[src/rtl/dynamic_line_hull_max_query_top_macros.svh]
// Assertion macros shared by the line hull RTL.
// No dependencies; included by the top module, which carries the assertions.
`ifndef DYNAMIC_LINE_HULL_MAX_QUERY_TOP_MACROS_SVH
`define DYNAMIC_LINE_HULL_MAX_QUERY_TOP_MACROS_SVH

// Condition holds in the same cycle as the trigger.
`define DLH_ASSERT_IMPL(lbl, clk, rst_n, trig, cond, msg) \
  lbl: assert property (@(posedge clk) disable iff (!rst_n) (trig) |-> (cond)) \
    else $error(msg);

// Condition holds in the cycle after the trigger.
`define DLH_ASSERT_NEXT(lbl, clk, rst_n, trig, cond, msg) \
  lbl: assert property (@(posedge clk) disable iff (!rst_n) (trig) |=> (cond)) \
    else $error(msg);

`endif

[src/rtl/dlh_pkg.sv]
// Types and constants of the line hull block.
// No dependencies; used by every module of the block.
package dlh_pkg;

  localparam int MAX_LINES = 1024;
  localparam int CNT_W     = $clog2(MAX_LINES + 1);
  localparam int BP_W      = 35;

  localparam logic signed [BP_W-1:0] BP_INF = {1'b0, {(BP_W-1){1'b1}}};
  localparam logic signed [BP_W-1:0] BP_NEG = {1'b1, {(BP_W-1){1'b0}}};

  localparam logic       ACT_INSERT = 1'b0;
  localparam logic       ACT_QUERY  = 1'b1;

  localparam logic [1:0] ST_OK    = 2'd0;
  localparam logic [1:0] ST_EMPTY = 2'd1;
  localparam logic [1:0] ST_FULL  = 2'd2;

  typedef struct packed {
    logic               action;
    logic signed [31:0] slope;
    logic signed [31:0] intercept;
    logic signed [31:0] query_point;
  } req_t;

  typedef struct packed {
    logic signed [63:0] value;
    logic [1:0]         status;
  } res_t;

  typedef struct packed {
    logic signed [31:0]     slope;
    logic signed [31:0]     intercept;
    logic signed [BP_W-1:0] bp;
  } line_t;

  typedef enum logic [1:0] {
    CELL_HOLD,
    CELL_PREV,
    CELL_NEXT,
    CELL_BP
  } cell_op_e;

  typedef enum logic [2:0] {
    CH_HOLD,
    CH_PUSH,
    CH_POP,
    CH_DROP2,
    CH_SETBP
  } chain_op_e;

  typedef struct packed {
    chain_op_e              op;
    line_t                  line;
    logic signed [BP_W-1:0] bp;
  } chain_cmd_t;

endpackage

[src/rtl/dlh_cross.sv]
// Breakpoint unit: floored intersection of two lines, one quotient bit a cycle.
// Depends on dlh_pkg.
module dlh_cross (
  input  logic                        clk_i,
  input  logic                        rst_ni,
  input  logic                        start_i,
  input  dlh_pkg::line_t              a_i,
  input  dlh_pkg::line_t              b_i,
  output logic                        done_o,
  output logic signed [dlh_pkg::BP_W-1:0] bp_o
);

  typedef enum logic [1:0] {
    X_IDLE,
    X_RUN,
    X_FIN,
    X_DONE
  } xstate_e;

  xstate_e     state_q;
  logic [5:0]  cnt_q;
  logic [32:0] rem_q;
  logic [32:0] quo_q;
  logic [32:0] dmag_q;
  logic        neg_q;
  logic signed [dlh_pkg::BP_W-1:0] bp_q;

  logic signed [32:0] num;
  logic signed [32:0] den;
  logic [33:0]        trial;
  logic               fit;
  logic [dlh_pkg::BP_W-1:0] qext;

  assign num   = 33'(b_i.intercept) - 33'(a_i.intercept);
  assign den   = 33'(a_i.slope) - 33'(b_i.slope);
  assign trial = {rem_q, quo_q[32]};
  assign fit   = trial >= {1'b0, dmag_q};
  assign qext  = {2'b00, quo_q} + {{(dlh_pkg::BP_W-1){1'b0}}, (rem_q != '0)};

  always_ff @(posedge clk_i or negedge rst_ni) begin
    if (!rst_ni) begin
      state_q <= X_IDLE;
      cnt_q   <= '0;
    end else begin
      unique case (state_q)
        X_IDLE: begin
          cnt_q <= '0;
          if (start_i) begin
            state_q <= (a_i.slope == b_i.slope) ? X_DONE : X_RUN;
          end
        end
        X_RUN: begin
          cnt_q <= cnt_q + 6'd1;
          if (cnt_q == 6'd32) begin
            state_q <= X_FIN;
          end
        end
        X_FIN:   state_q <= X_DONE;
        X_DONE:  state_q <= X_IDLE;
        default: state_q <= X_IDLE;
      endcase
    end
  end

  always_ff @(posedge clk_i) begin
    unique case (state_q)
      X_IDLE: begin
        if (start_i) begin
          bp_q   <= (a_i.intercept > b_i.intercept) ? dlh_pkg::BP_INF : dlh_pkg::BP_NEG;
          rem_q  <= '0;
          quo_q  <= num[32] ? 33'(-num) : 33'(num);
          dmag_q <= den[32] ? 33'(-den) : 33'(den);
          neg_q  <= num[32] ^ den[32];
        end
      end
      X_RUN: begin
        rem_q <= fit ? 33'(trial - {1'b0, dmag_q}) : trial[32:0];
        quo_q <= {quo_q[31:0], fit};
      end
      X_FIN: begin
        // Rounding toward minus infinity adds one to the magnitude of an inexact negative.
        bp_q <= neg_q ? $signed(-qext) : $signed({2'b00, quo_q});
      end
      default: begin
        bp_q <= bp_q;
      end
    endcase
  end

  assign done_o = (state_q == X_DONE);
  assign bp_o   = bp_q;

endmodule

[config.mk]
export PLATFORM = sky130hd
export DESIGN_NAME = dlh_cross
export DESIGN_NICKNAME = d
export VERILOG_FILES = /design/src/rtl/dynamic_line_hull_max_query_top_macros.svh /design/src/rtl/dlh_pkg.sv /design/src/rtl/dlh_cross.sv
export SDC_FILE = /design/constraint.sdc
export NUM_CORES = 1
export LEC_CHECK = 0
export BUFFER_PORTS_ARGS = -buffer_cell sky130_fd_sc_hd__clkbuf_2
export CORE_AREA = 2 2 223 137
export DETAILED_ROUTE_END_ITERATION = 10
export DIE_AREA = 0 0 225 139
export PLACE_DENSITY = 0.88
export SLEW_MARGIN = 30
export SYNTH_ARGS = -nofsm -noshare
export SYNTH_HDL_FRONTEND = slang
export SYNTH_SLANG_ARGS = --single-unit
[constraint.sdc]
create_clock -name clk_i -period 6.3 [get_ports clk_i]
set_input_delay 1.26 -clock clk_i [delete_from_list [all_inputs] [get_ports clk_i]]
set_output_delay 1.26 -clock clk_i [all_outputs]
set_load 0.005 [all_outputs]
# After elaboration in Yosys (flattened, before gate mapping)
# Index checks and enable logic that the tools add are counted.
totals:
  mem_bits_ro: 0
  output_inout_bits: 36
  ram_bits: 0
  in_bits: 201
  register_bits: 143
  mem_count: 0
  latchBits: 0
classes:
  reduce_logical: 8
  magnitude_cmp: 2
  n_mul: 0
  n_div: 0
  bitwise_logic: 1
  n_mux: 16
  add_sub_neg: 8
  shifts: 0
  n_eq_ne: 7
op_table:
  columns: ["operator", "n"]
  rows:
  - ["two-way mux 33 bit", 4]
  - ["one-hot mux 33 bit (2 select lines)", 2]
  - ["two-way mux 35 bit", 3]
  - ["one-hot mux 35 bit (2 select lines)", 1]
  - ["negation 33 bit", 2]
  - ["subtractor 32 x 32 -> 33 bit", 2]
  - ["negation 34 -> 35 bit", 1]
  - ["adder 33 x 1 -> 34 bit", 1]
  - [">= comparator 34 x 33 -> 1 bit", 1]
  - ["nonzero test 33 bit", 1]
  - ["subtractor 33 bit", 1]
  - ["== test 32 bit", 1]
  - ["> comparator 32 bit", 1]
  - ["two-way mux 32 bit", 1]
  - ["one-hot mux 6 bit (2 select lines)", 1]
  - ["one-hot mux 2 bit (4 select lines)", 1]
  - ["AND reduction 2 bit", 4]
  - ["adder 6 x 1 -> 6 bit, second input constant", 1]
  - ["== test 6 bit, second input constant", 1]
  - ["two-way mux 2 bit", 3]
  - ["== test 2 bit, second input constant", 2]
  - ["inequality test 2 bit, second input constant", 2]
  - ["nonzero test 2 bit", 2]
  - ["== test 2 x 1 -> 1 bit, second input constant", 1]
  - ["other kinds (2)", 2]

# Logic depth before layout (Yosys ltp)
# Gate-level depths: netlist of run 1.
depth:
  word_depth: 5
  mapped_depth: 17
  mapped_depth_nobuf: 17

# Worst setup path before layout of run 1
# Ideal clock, no wire load.
synth_path:
  path_type: "reg-to-reg"
  startpoint: "register state_q[1]"
  endpoint: "register quo_q[0], enable pin"
  n_path_buf: 3
  arrival_time_ns: 5.922
  stages_incl_launch_ff: 8
  setup_ns: 0.581
  required_ns: 5.719
  path_slack_ns: -0.204
  period_less_slack_ns: 6.504
  cell_sequence: "dfrtp_1 > inv_1 > ha_1 > clkbuf_1 > inv_1 > clkbuf_1 > clkbuf_1 > o21ai_0"
synth_via:
  elab_chain_cells: 3
  elab_cells_between_ends: 5
  classes_between: "eq/ne: 2; reduce/logical: 3"
synth_rtl:
  columns: ["item", "line_no", "text"]
  rows:
  - ["start, declared", "dlh_cross.sv:20", "xstate_e state_q;"]
  - ["start signal, assigned", "dlh_cross.sv:49", "state_q <= (a_i.slope == b_i.slope) ? X_DONE : X_RUN;"]
  - ["zero test 2 bit / == test 2 x 1 -> 1 bit (equally long branches)", "dlh_cross.sv:66", "unique case (state_q)"]
  - ["inequality test 2 bit (no source line) / nonzero test 2 bit (equally long branches)", null, null]
  - ["AND reduction 2 bit (no source line) (*)", null, null]
  - ["end signal, assigned", "dlh_cross.sv:71", "quo_q <= num[32] ? 33'(-num) : 33'(num);"]
  - ["end signal, assigned", "dlh_cross.sv:78", "quo_q <= {quo_q[31:0], fit};"]
  - ["end, declared", "dlh_cross.sv:23", "logic [32:0] quo_q;"]
# Every way passes the cells marked *; elsewhere a longest branch is shown, timed or not.
# A chain may end at the register's enable or synchronous reset.

# Final worst setup path of run 1
layout_path:
  startpoint: "input a_i[67] in the netlist's numbering"
  endpoint: "register dmag_q[31], data pin"
layout_via:
  elab_chain_cells: 3
layout_rtl:
  columns: ["item", "line_no", "text"]
  rows:
  - ["start, declared", "dlh_cross.sv:7", "input dlh_pkg::line_t a_i,"]
  - ["subtractor 32 x 32 -> 33 bit (*)", "dlh_cross.sv:35", "assign den = 33'(a_i.slope) - 33'(b_i.slope);"]
  - ["negation 33 bit", "dlh_cross.sv:72", "dmag_q <= den[32] ? 33'(-den) : 33'(den);"]
  - ["two-way mux 32 bit (*)", "dlh_cross.sv:72", null]
  - ["end signal, assigned", "dlh_cross.sv:72", null]
  - ["end, declared", "dlh_cross.sv:24", "logic [32:0] dmag_q;"]
# Marked as above.

==> flow_summary.json, run 1 <==
{
  "status": "finished, final reports clean",
  "r2r_slack_ns": 1.18,
  "cp_slowest_cell": "or4_1",
  "start_kind": "input pin",
  "maxSlewViolCount": 0,
  "synthToLayoutAreaGrowth_pct": 11.9,
  "min_path_cells": 1,
  "cpPeakStageDelay_ns": 0.59,
  "async_flop_share_pct": 5.59,
  "grt_pass1_wl_um": 68700,
  "synth_warnings": 0,
  "crit_required_ns": 6.46,
  "cp_cell_sequence": "clkbuf_2 -> inv_1 -> ha_1 -> inv_1 -> fa_1 -> a21o_1 -> a2111oi_0 -> o21bai_1 -> xor2_1 -> or4_1 -> a2111oi_0 -> nand3_1 -> or2_1 -> o41ai_1 -> xnor2_1",
  "grt_setup_unrepaired": "false",
  "cts-buffers-inserted": 17,
  "stdcell_count": 2381,
  "drv_cap": 0,
  "final_common_cell": "inv_1",
  "tns_ns": 0,
  "postRouteAntennaNets": 0,
  "finalHoldViolCount": 0,
  "place_congestion": 0.977,
  "grt_most_used_layer": "met1",
  "drive_gt1_share_pct": 12.6,
  "max_slew_margin_pct": 31.8,
  "grt.overflow.total": 0,
  "cts_setup_buffers": 0,
  "path_buf_inv": 3,
  "synthCells": 1852,
  "crit_type": "input pin to flip-flop",
  "cp-end-kind": "flip-flop",
  "cts.sinks": 143,
  "ys.flop_type": "edfxtp_1",
  "core-area_um2": 29400,
  "layout_common_cells": "inv_1 (183), clkbuf_2 (166), a21oi_1 (160)",
  "antenna_found_initial": 3,
  "synth.net_count": 2198,
  "ios": 237,
  "dp_cells": 2347,
  "period_share_pct": 83.7,
  "dp_hpwl_um": 33500,
  "cts_hold_buf": 0,
  "hold_path_end": "cnt_q[5]",
  "synth_edf_count": 135,
  "finalSetupViolations": 0,
  "grtUsageMet1_pct": 41.8,
  "fin_nets": 2330,
  "die_h_um": 139,
  "crit_family": "compound AO/OA/AOI/OAI gates",
  "wl_um": 43200,
  "h-tree-depth": 4,
  "finalCriticalPeriod_ns": 5.28,
  "first_global_vias": 13500,
  "min_path_type": "flip-flop to flip-flop",
  "routed_via_density": 6.25,
  "synth.avg_cell_area_um2": 8.29,
  "portBuffers": 166,
  "r2r-start": "rem_q[27]",
  "initial_core_util_pct": 52.3,
  "cts_tree": "yes",
  "worst-path-max-fanout": 4,
  "p_per_area_nw_per_um2": 479,
  "peakVddDrop_v": 0.000255,
  "synth_cell_type_count": 91,
  "min-delay-start": "cnt_q[5]",
  "cts_buffer_depth": 2,
  "finalWorstSetupSlack_ns": 1.02,
  "num_rows": 49,
  "ys_seq_area_share_pct": 27.7,
  "cp.depth": 15,
  "worstRegToRegCells": 15,
  "die_w_um": 225,
  "worst_slew_pin_slew_ns": 0.997,
  "fin_total_pwr_mw": 8.22,
  "grt.total_usage_pct": 27.0,
  "routedWlPerCell_um": 18.1,
  "first_iter_violations": 1850,
  "clkTransAtPathRegs_ns": 0.06,
  "insertion_delay_ns": 0.43,
  "synth_area_um2": 15400,
  "drc": 0,
  "grt_max_degree": 66,
  "cts_resized": 0,
  "synth_top_area_cell": "edfxtp_1",
  "use_met3_pct": 6.21,
  "place_ws_ns": 0.804,
  "fmax_ghz": 0.190,
  "reg2reg_to": "bp_o[28]",
  "ys_top_cells_by_area": "edfxtp_1 (26%), ha_1 (12%), a21oi_1 (5.2%), xnor2_1 (5.2%), inv_1 (4.5%)",
  "vias": 14900,
  "firstDrtPassIters": 5,
  "root_buffer": "clkbuf_16",
  "worstPathArrival_ns": 5.44,
  "total_leakage_power_nw": 7.70,
  "final_util_pct": 58.5,
  "synth_seq_cells": 143,
  "yosys.area.top_type_share_pct": 26.4,
  "clock-skew-final_ns": 0.00850,
  "die_area_um2": 31300,
  "grt_util_met2_pct": 37.6
}
==> cells by family after synthesis <==
group / Yosys count / synth area share, %
AO/OA/AOI/OAI: 552 / 23.7
AND/OR/NAND/NOR: 556 / 18.1
XOR/XNOR: 148 / 8.44
buffers and inverters: 248 / 6.14
flip-flops: 143 / 27.7
adder cells (fa/ha/maj): 145 / 12.0
multiplexers: 60 / 3.94
==> power by group <==
group	leakage (nW)	switching, mW	total, mW	internal, mW
logic	6.03	3.11	5.15	2.04
clock network	0.293	0.400	1.04	0.645
registers	1.38	0.317	2.03	1.71
total	7.70	3.83	8.22	4.40
==> routing by layer <==
metal | vias up | wire, µm
met1 | 6937 | 20400
met3 | 64 | 4680
met2 | 800 | 17500
met4 | 2 | 588
met5 | - | 13
li1 | 7081 | -
==> cells in the mapped netlist, drive strengths merged (10+ instances only) <==
library cell  instances
a2111oi              11
a211oi               25
a21o                 47
a21oi               160
a31oi                21
and2                 14
and3                 22
and4                 10
clkbuf               55
edfxtp              135
ha                  142
inv                 184
mux2i                56
nand2               139
nand2b               19
nand3                46
nand4                27
nor2                133
nor2b                13
nor3                 40
nor4                 28
o211ai               12
o21a                 25
o21ai               118
o21bai               17
o31ai                28
or2                  18
or3                  22
xnor2                91
xor2                 57
==> registers in the layout, summed over array words and instances, names as in the netlist <==
name,count
rem_q,33
state_q,2
bp_o,35
neg_q,1
cnt_q,6
quo_q,33
dmag_q,33
==> area by class of cell <==
class / count / area (µm²)
Fill cell: 2471 / 12200
Multi-Input combinational cell: 1461 / 10200
Tap cell: 382 / 478
Sequential cell: 143 / 4250
Antenna cell: 2 / 5.00
Clock buffer: 25 / 549
Inverter: 184 / 691
Clock inverter: 7 / 70.1
Timing Repair Buffer: 177 / 933
==> through the flow <==
stage	hold slack, ns	cell area [µm²]
final	0.501	17200
after global routing	0.545	17200
after global placement	0.479	16500
after CTS	0.502	17200
after detailed placement	0.490	16500
after floorplan	0.453	15400
==> worst max path at each step <==
stage / start / to / slack [ns]
after CTS: a_i[67] / dmag_q[31] / 1.21
after floorplan: a_i[67] / dmag_q[31] / 1.55
after global routing: b_i[35] / quo_q[30] / 0.71
after global placement: a_i[67] / dmag_q[31] / 0.93
final: a_i[67] / dmag_q[31] / 1.02
after detailed placement: a_i[67] / dmag_q[31] / 0.80
Note: power is estimated with default switching activity, not from simulation.
==> run 2: changes to the inputs <==
PLACE_DENSITY = 0.85   (was 0.88)
clock period = 4.9 ns   (was 6.3 ns; I/O delays follow)
==> flow_summary.json, run 2 (synthesized netlist as in run 1, its figures left out) <==
{
  "status": "finished, final reports clean",
  "clock-skew-final_ns": 0.00966,
  "cts_buffer_depth": 2,
  "r2r-start": "rem_q[27]",
  "internal-power_mw": 5.67,
  "grt_setup_unrepaired": "false",
  "vias": 15000,
  "layout_common_cells": "inv_1 (183), clkbuf_2 (166), a21oi_1 (160)",
  "finalCriticalPeriod_ns": 4.71,
  "p_seq_share_pct": 24.6,
  "reg2reg_to": "bp_o[28]",
  "core-area_um2": 29400,
  "start_kind": "flip-flop",
  "num_rows": 49,
  "r2r_slack_ns": 0.19,
  "antenna_found_initial": 0,
  "place_congestion": 0.940,
  "finalHoldViolCount": 0,
  "insertion_delay_ns": 0.44,
  "drv_cap": 0,
  "synthToLayoutAreaGrowth_pct": 13.6,
  "grt_pass1_wl_um": 69600,
  "p_sw_mw": 5.02,
  "clkTransAtPathRegs_ns": 0.06,
  "portBuffers": 166,
  "worst_slew_pin_slew_ns": 0.973,
  "worst-path-max-fanout": 4,
  "root_buffer": "clkbuf_16",
  "max_slew_margin_pct": 35.1,
  "drc": 0,
  "initial_core_util_pct": 52.3,
  "fin_nets": 2371,
  "cts_hold_buf": 0,
  "p_per_area_nw_per_um2": 613,
  "grt.overflow.total": 0,
  "die_w_um": 225,
  "crit_type": "flip-flop to flip-flop",
  "maxSlewViolCount": 0,
  "largest_reg_flops": 35,
  "first_iter_violations": 1970,
  "ios": 237,
  "swShare_pct": 47.0,
  "cts_setup_buffers": 0,
  "final_util_pct": 59.4,
  "firstDrtPassIters": 6,
  "antenna_cells": 0,
  "first_global_vias": 13400,
  "drive_gt1_share_pct": 14.3,
  "startpoint": "rem_q[27]",
  "die_h_um": 139,
  "h-tree-depth": 4,
  "fmax_ghz": 0.212,
  "postRouteAntennaNets": 0,
  "cts.sinks": 143,
  "worstRegToRegCells": 17,
  "total_leakage_power_nw": 7.88,
  "place_ws_ns": -0.0671,
  "period_share_pct": 96.1,
  "finalWorstSetupSlack_ns": 0.192,
  "grt_max_degree": 65,
  "crit_required_ns": 5.07,
  "wl_um": 44100,
  "grt.total_usage_pct": 27.4,
  "finalSetupViolations": 0,
  "pwr-share-comb_pct": 63.4,
  "die_area_um2": 31300,
  "cts_tree": "yes",
  "peakVddDrop_v": 0.000447,
  "dp_hpwl_um": 34800,
  "power_frac_clock_pct": 12.0,
  "routed_via_density": 6.18,
  "worstPathArrival_ns": 4.88,
  "routedWlPerCell_um": 18.2,
  "min_path_type": "input pin to asynchronous set/reset pin",
  "final_common_cell": "inv_1",
  "cts-buffers-inserted": 17,
  "cp-end-kind": "flip-flop",
  "crit_end": "bp_o[28]"
}
-- run 2: repair_timing --
item / CTS / global route
endpoints found under the hold margin: 0 / 0
endpoints found under the setup margin: 0 / 4
resized for setup: 0 / 1
-- run 2: metal layers --
layer  vias up  wire length [µm]  GRT usage [%]
met3        65              5170           5.44
met1      6916             20600           43.2
met5         -                 0              0
met4         0               621           6.38
li1       7153                 -              -
met2       821             17700           37.6
-- run 2: worst min-delay path by stage --
stage                  start        to  slack, ns
floorplan           cnt_q[5]  cnt_q[5]       0.45
detailed placement  cnt_q[5]  cnt_q[5]       0.48
CTS                   rst_ni  cnt_q[3]       0.38
global route          rst_ni  cnt_q[3]       0.39
finish                rst_ni  cnt_q[3]       0.38
global placement    cnt_q[5]  cnt_q[5]       0.48
-- run 2: critical path, stage by stage (launching register included) --
cell and delay [ns]:
edfxtp_1 0.45, nor4_2 0.43, buf_4 0.18, nand4_1 0.13
nor3_1 0.33, ha_1 0.26, ha_1 0.20, a211oi_1 0.13
nand4b_1 0.23, a31o_2 0.26, o22ai_1 0.24, a31oi_1 0.26
o311ai_1 0.37, buf_4 0.18, a31o_2 0.14, a21oi_1 0.07
mux2i_1 0.13, a311oi_1 0.44
-- run 2: metrics by stage --
stage / power, mW / std cells / hold slack [ns] / TNS, ns / instance area (µm²)
detailed placement: 9.15 / 2388 / 0.482 / -0.188 / 16900
global route: 11.4 / 2420 / 0.389 / 0 / 17400
finish: 10.7 / 2420 / 0.381 / 0 / 17400
floorplan: 7.34 / 1852 / 0.453 / 0 / 15400
CTS: 10.5 / 2420 / 0.376 / 0 / 17400
global placement: 8.83 / 2387 / 0.478 / -0.00262 / 16800
-- run 2: power by group through the flow --
stage	registers, mW	logic [mW]	clock network [mW]
floorplan	2.52	4.82	0
global route	2.67	7.41	1.34
global placement	2.60	6.23	0
detailed placement	2.62	6.53	0
CTS	2.61	6.62	1.28
finish	2.63	6.78	1.28
-- run 2: area by class of cell --
cell class	instances	area (µm²)
fill	2449	11900
sequential	143	4250
tap	382	478
clock buffer	17	425
timing repair buffer	218	1250
multi-input combinational	1461	10200
clock inverter	15	144
inverter	184	691
==> run 3: changes to the inputs <==
CORE_AREA = 2 2 212 130   (was 2 2 223 137)
CTS_CLUSTER_SIZE = 16   (was default)
DIE_AREA = 0 0 214 132   (was 0 0 225 139)
PLACE_DENSITY = 0.92   (was 0.85)
==> flow_summary.json, run 3 (synthesized netlist as in run 1, its figures left out) <==
{
  "core-area_um2": 26200,
  "insertion_delay_ns": 0.44,
  "finalSetupViolations": 0,
  "worstPathArrival_ns": 4.92,
  "peakVddDrop_v": 0.000379,
  "num_rows": 46,
  "p_per_area_nw_per_um2": 618,
  "cts-buffers-inserted": 17,
  "die_w_um": 214,
  "initial_core_util_pct": 58.6,
  "grt.total_usage_pct": 31.3,
  "vias": 15300,
  "clock-skew-final_ns": 0.0166,
  "r2r_slack_ns": 0.15,
  "h-tree-depth": 4,
  "crit_required_ns": 5.07,
  "clkTransAtPathRegs_ns": 0.07,
  "first_global_vias": 14100,
  "synthToLayoutAreaGrowth_pct": 13.1,
  "maxSlewViolCount": 0,
  "crit_type": "flip-flop to flip-flop",
  "root_buffer": "clkbuf_16",
  "grt_pass1_wl_um": 72900,
  "cpPeakStageDelay_ns": 0.60,
  "cp_slowest_cell": "nor4_1",
  "antenna_found_initial": 1,
  "grt.overflow.total": 0,
  "wl_um": 45100,
  "cts.sinks": 143,
  "multi_input_area_um2": 10200,
  "dp_hpwl_um": 34800,
  "portBuffers": 166,
  "place_congestion": 0.946,
  "finalHoldViolCount": 0,
  "drive_gt1_share_pct": 14.2,
  "drv_cap": 0,
  "timing.hold.ws_ns": 0.397,
  "worstRegToRegCells": 17,
  "routed_via_density": 6.40,
  "grt_max_degree": 65,
  "status": "finished, final reports clean",
  "crit_family": "simple AND/OR/NAND/NOR gates",
  "fillers": 2023,
  "first_iter_violations": 2250,
  "period_share_pct": 97.0,
  "postRouteAntennaNets": 0,
  "cts_tree": "yes",
  "drc": 0,
  "routedWlPerCell_um": 18.8,
  "finalCriticalPeriod_ns": 4.75,
  "max_slew_margin_pct": 36.1,
  "cts_buffer_depth": 2,
  "firstDrtPassIters": 7,
  "fin_total_pwr_mw": 10.7,
  "min_path_type": "input pin to asynchronous set/reset pin",
  "grt_setup_unrepaired": "false",
  "antenna_cells": 0,
  "reg2reg_to": "bp_o[31]",
  "worst_slew_pin_slew_ns": 0.934,
  "cp_cell_sequence": "nor4_1 -> nand4_1 -> nor3_1 -> ha_1 -> ha_1 -> inv_1 -> ha_1 -> o21bai_1 -> a31o_2 -> o31ai_1 -> nor3_1 -> o2111ai_1 -> a31oi_1 -> a221oi_1 -> xnor2_1 -> mux2i_1 -> a21oi_1",
  "worst-path-max-fanout": 4,
  "die_area_um2": 28200,
  "fin_nets": 2365,
  "layout_common_cells": "inv_1 (183), clkbuf_2 (166), a21oi_1 (160)",
  "critPathMostFrequentCell": "ha_1",
  "final_common_cell": "inv_1",
  "path_buf_inv": 1,
  "cp-end-kind": "flip-flop",
  "ios": 237,
  "start_kind": "flip-flop",
  "total_leakage_power_nw": 7.85,
  "r2r-start": "rem_q[27]",
  "cts_hold_buf": 0,
  "regArea_um2": 4250,
  "die_h_um": 132,
  "fmax_ghz": 0.210,
  "largest_reg_flops": 35
}
run 3: cell count changes in the layout (fill, tap and decap cells not counted), moves of 2 or more:
cell,change
buf_4,-5
clkinv_1,-3
clkinv_4,+4
clkinvlp_4,-2
run 3: where the power goes:
group	internal, mW	switching [mW]	leakage, nW
logic	2.70	4.13	6.20
registers	2.20	0.430	1.38
clock network	0.706	0.566	0.267
run 3: stage by stage:
step | area (µm²) | utilization (%) | setup TNS (ns) | std cells | setup slack [ns]
after floorplan | 15400 | - | 0 | 1852 | 0.179
after global placement | 16800 | 64.0 | -0.0330 | 2359 | -0.0330
after detailed placement | 16800 | 64.0 | -0.455 | 2359 | -0.145
after CTS | 17300 | 66.1 | 0 | 2391 | 0.198
after global routing | 17400 | 66.3 | 0 | 2392 | 0.0651
final | 17400 | 66.3 | 0 | 2392 | 0.148
run 3: layout make-up:
| cell class | instances | share of cell area (%) |
|---|---|---|
| multi-input combinational | 1461 | 58.8 |
| sequential | 143 | 24.5 |
| timing repair buffer | 212 | 6.89 |
| inverter | 184 | 3.98 |
| tap | 360 | 2.59 |
| clock buffer | 18 | 2.47 |
| clock inverter | 14 | 0.771 |
run 3: worst max-delay path by stage:
stage	start	end	slack (ns)	depth (start not counted)
6_report	rem_q[27]	bp_o[31]	0.15	17
5_1_grt	a_i[67]	dmag_q[31]	0.07	16
4_1_cts	a_i[67]	dmag_q[31]	0.20	16
3_5_place_dp	a_i[67]	dmag_q[31]	-0.14	16
3_3_place_gp	a_i[67]	dmag_q[31]	-0.03	16
2_1_floorplan	state_q[1]	quo_q[0]	0.18	7
run 3: what timing repair did:
action / CTS / global route
setup buffers: 0 / 0
resized for setup: 0 / 2
setup endpoints to repair: 0 / 1
run 3: routing by layer:
metal	wire length, µm	part of all wire (%)	vias up	track usage [%]
li1	-	-	7138	-
met1	20200	45	7063	48.3
met2	18100	40	1023	44.2
met3	6160	14	77	7.04
met4	626	1.4	2	6.60
met5	13	0.029	-	0
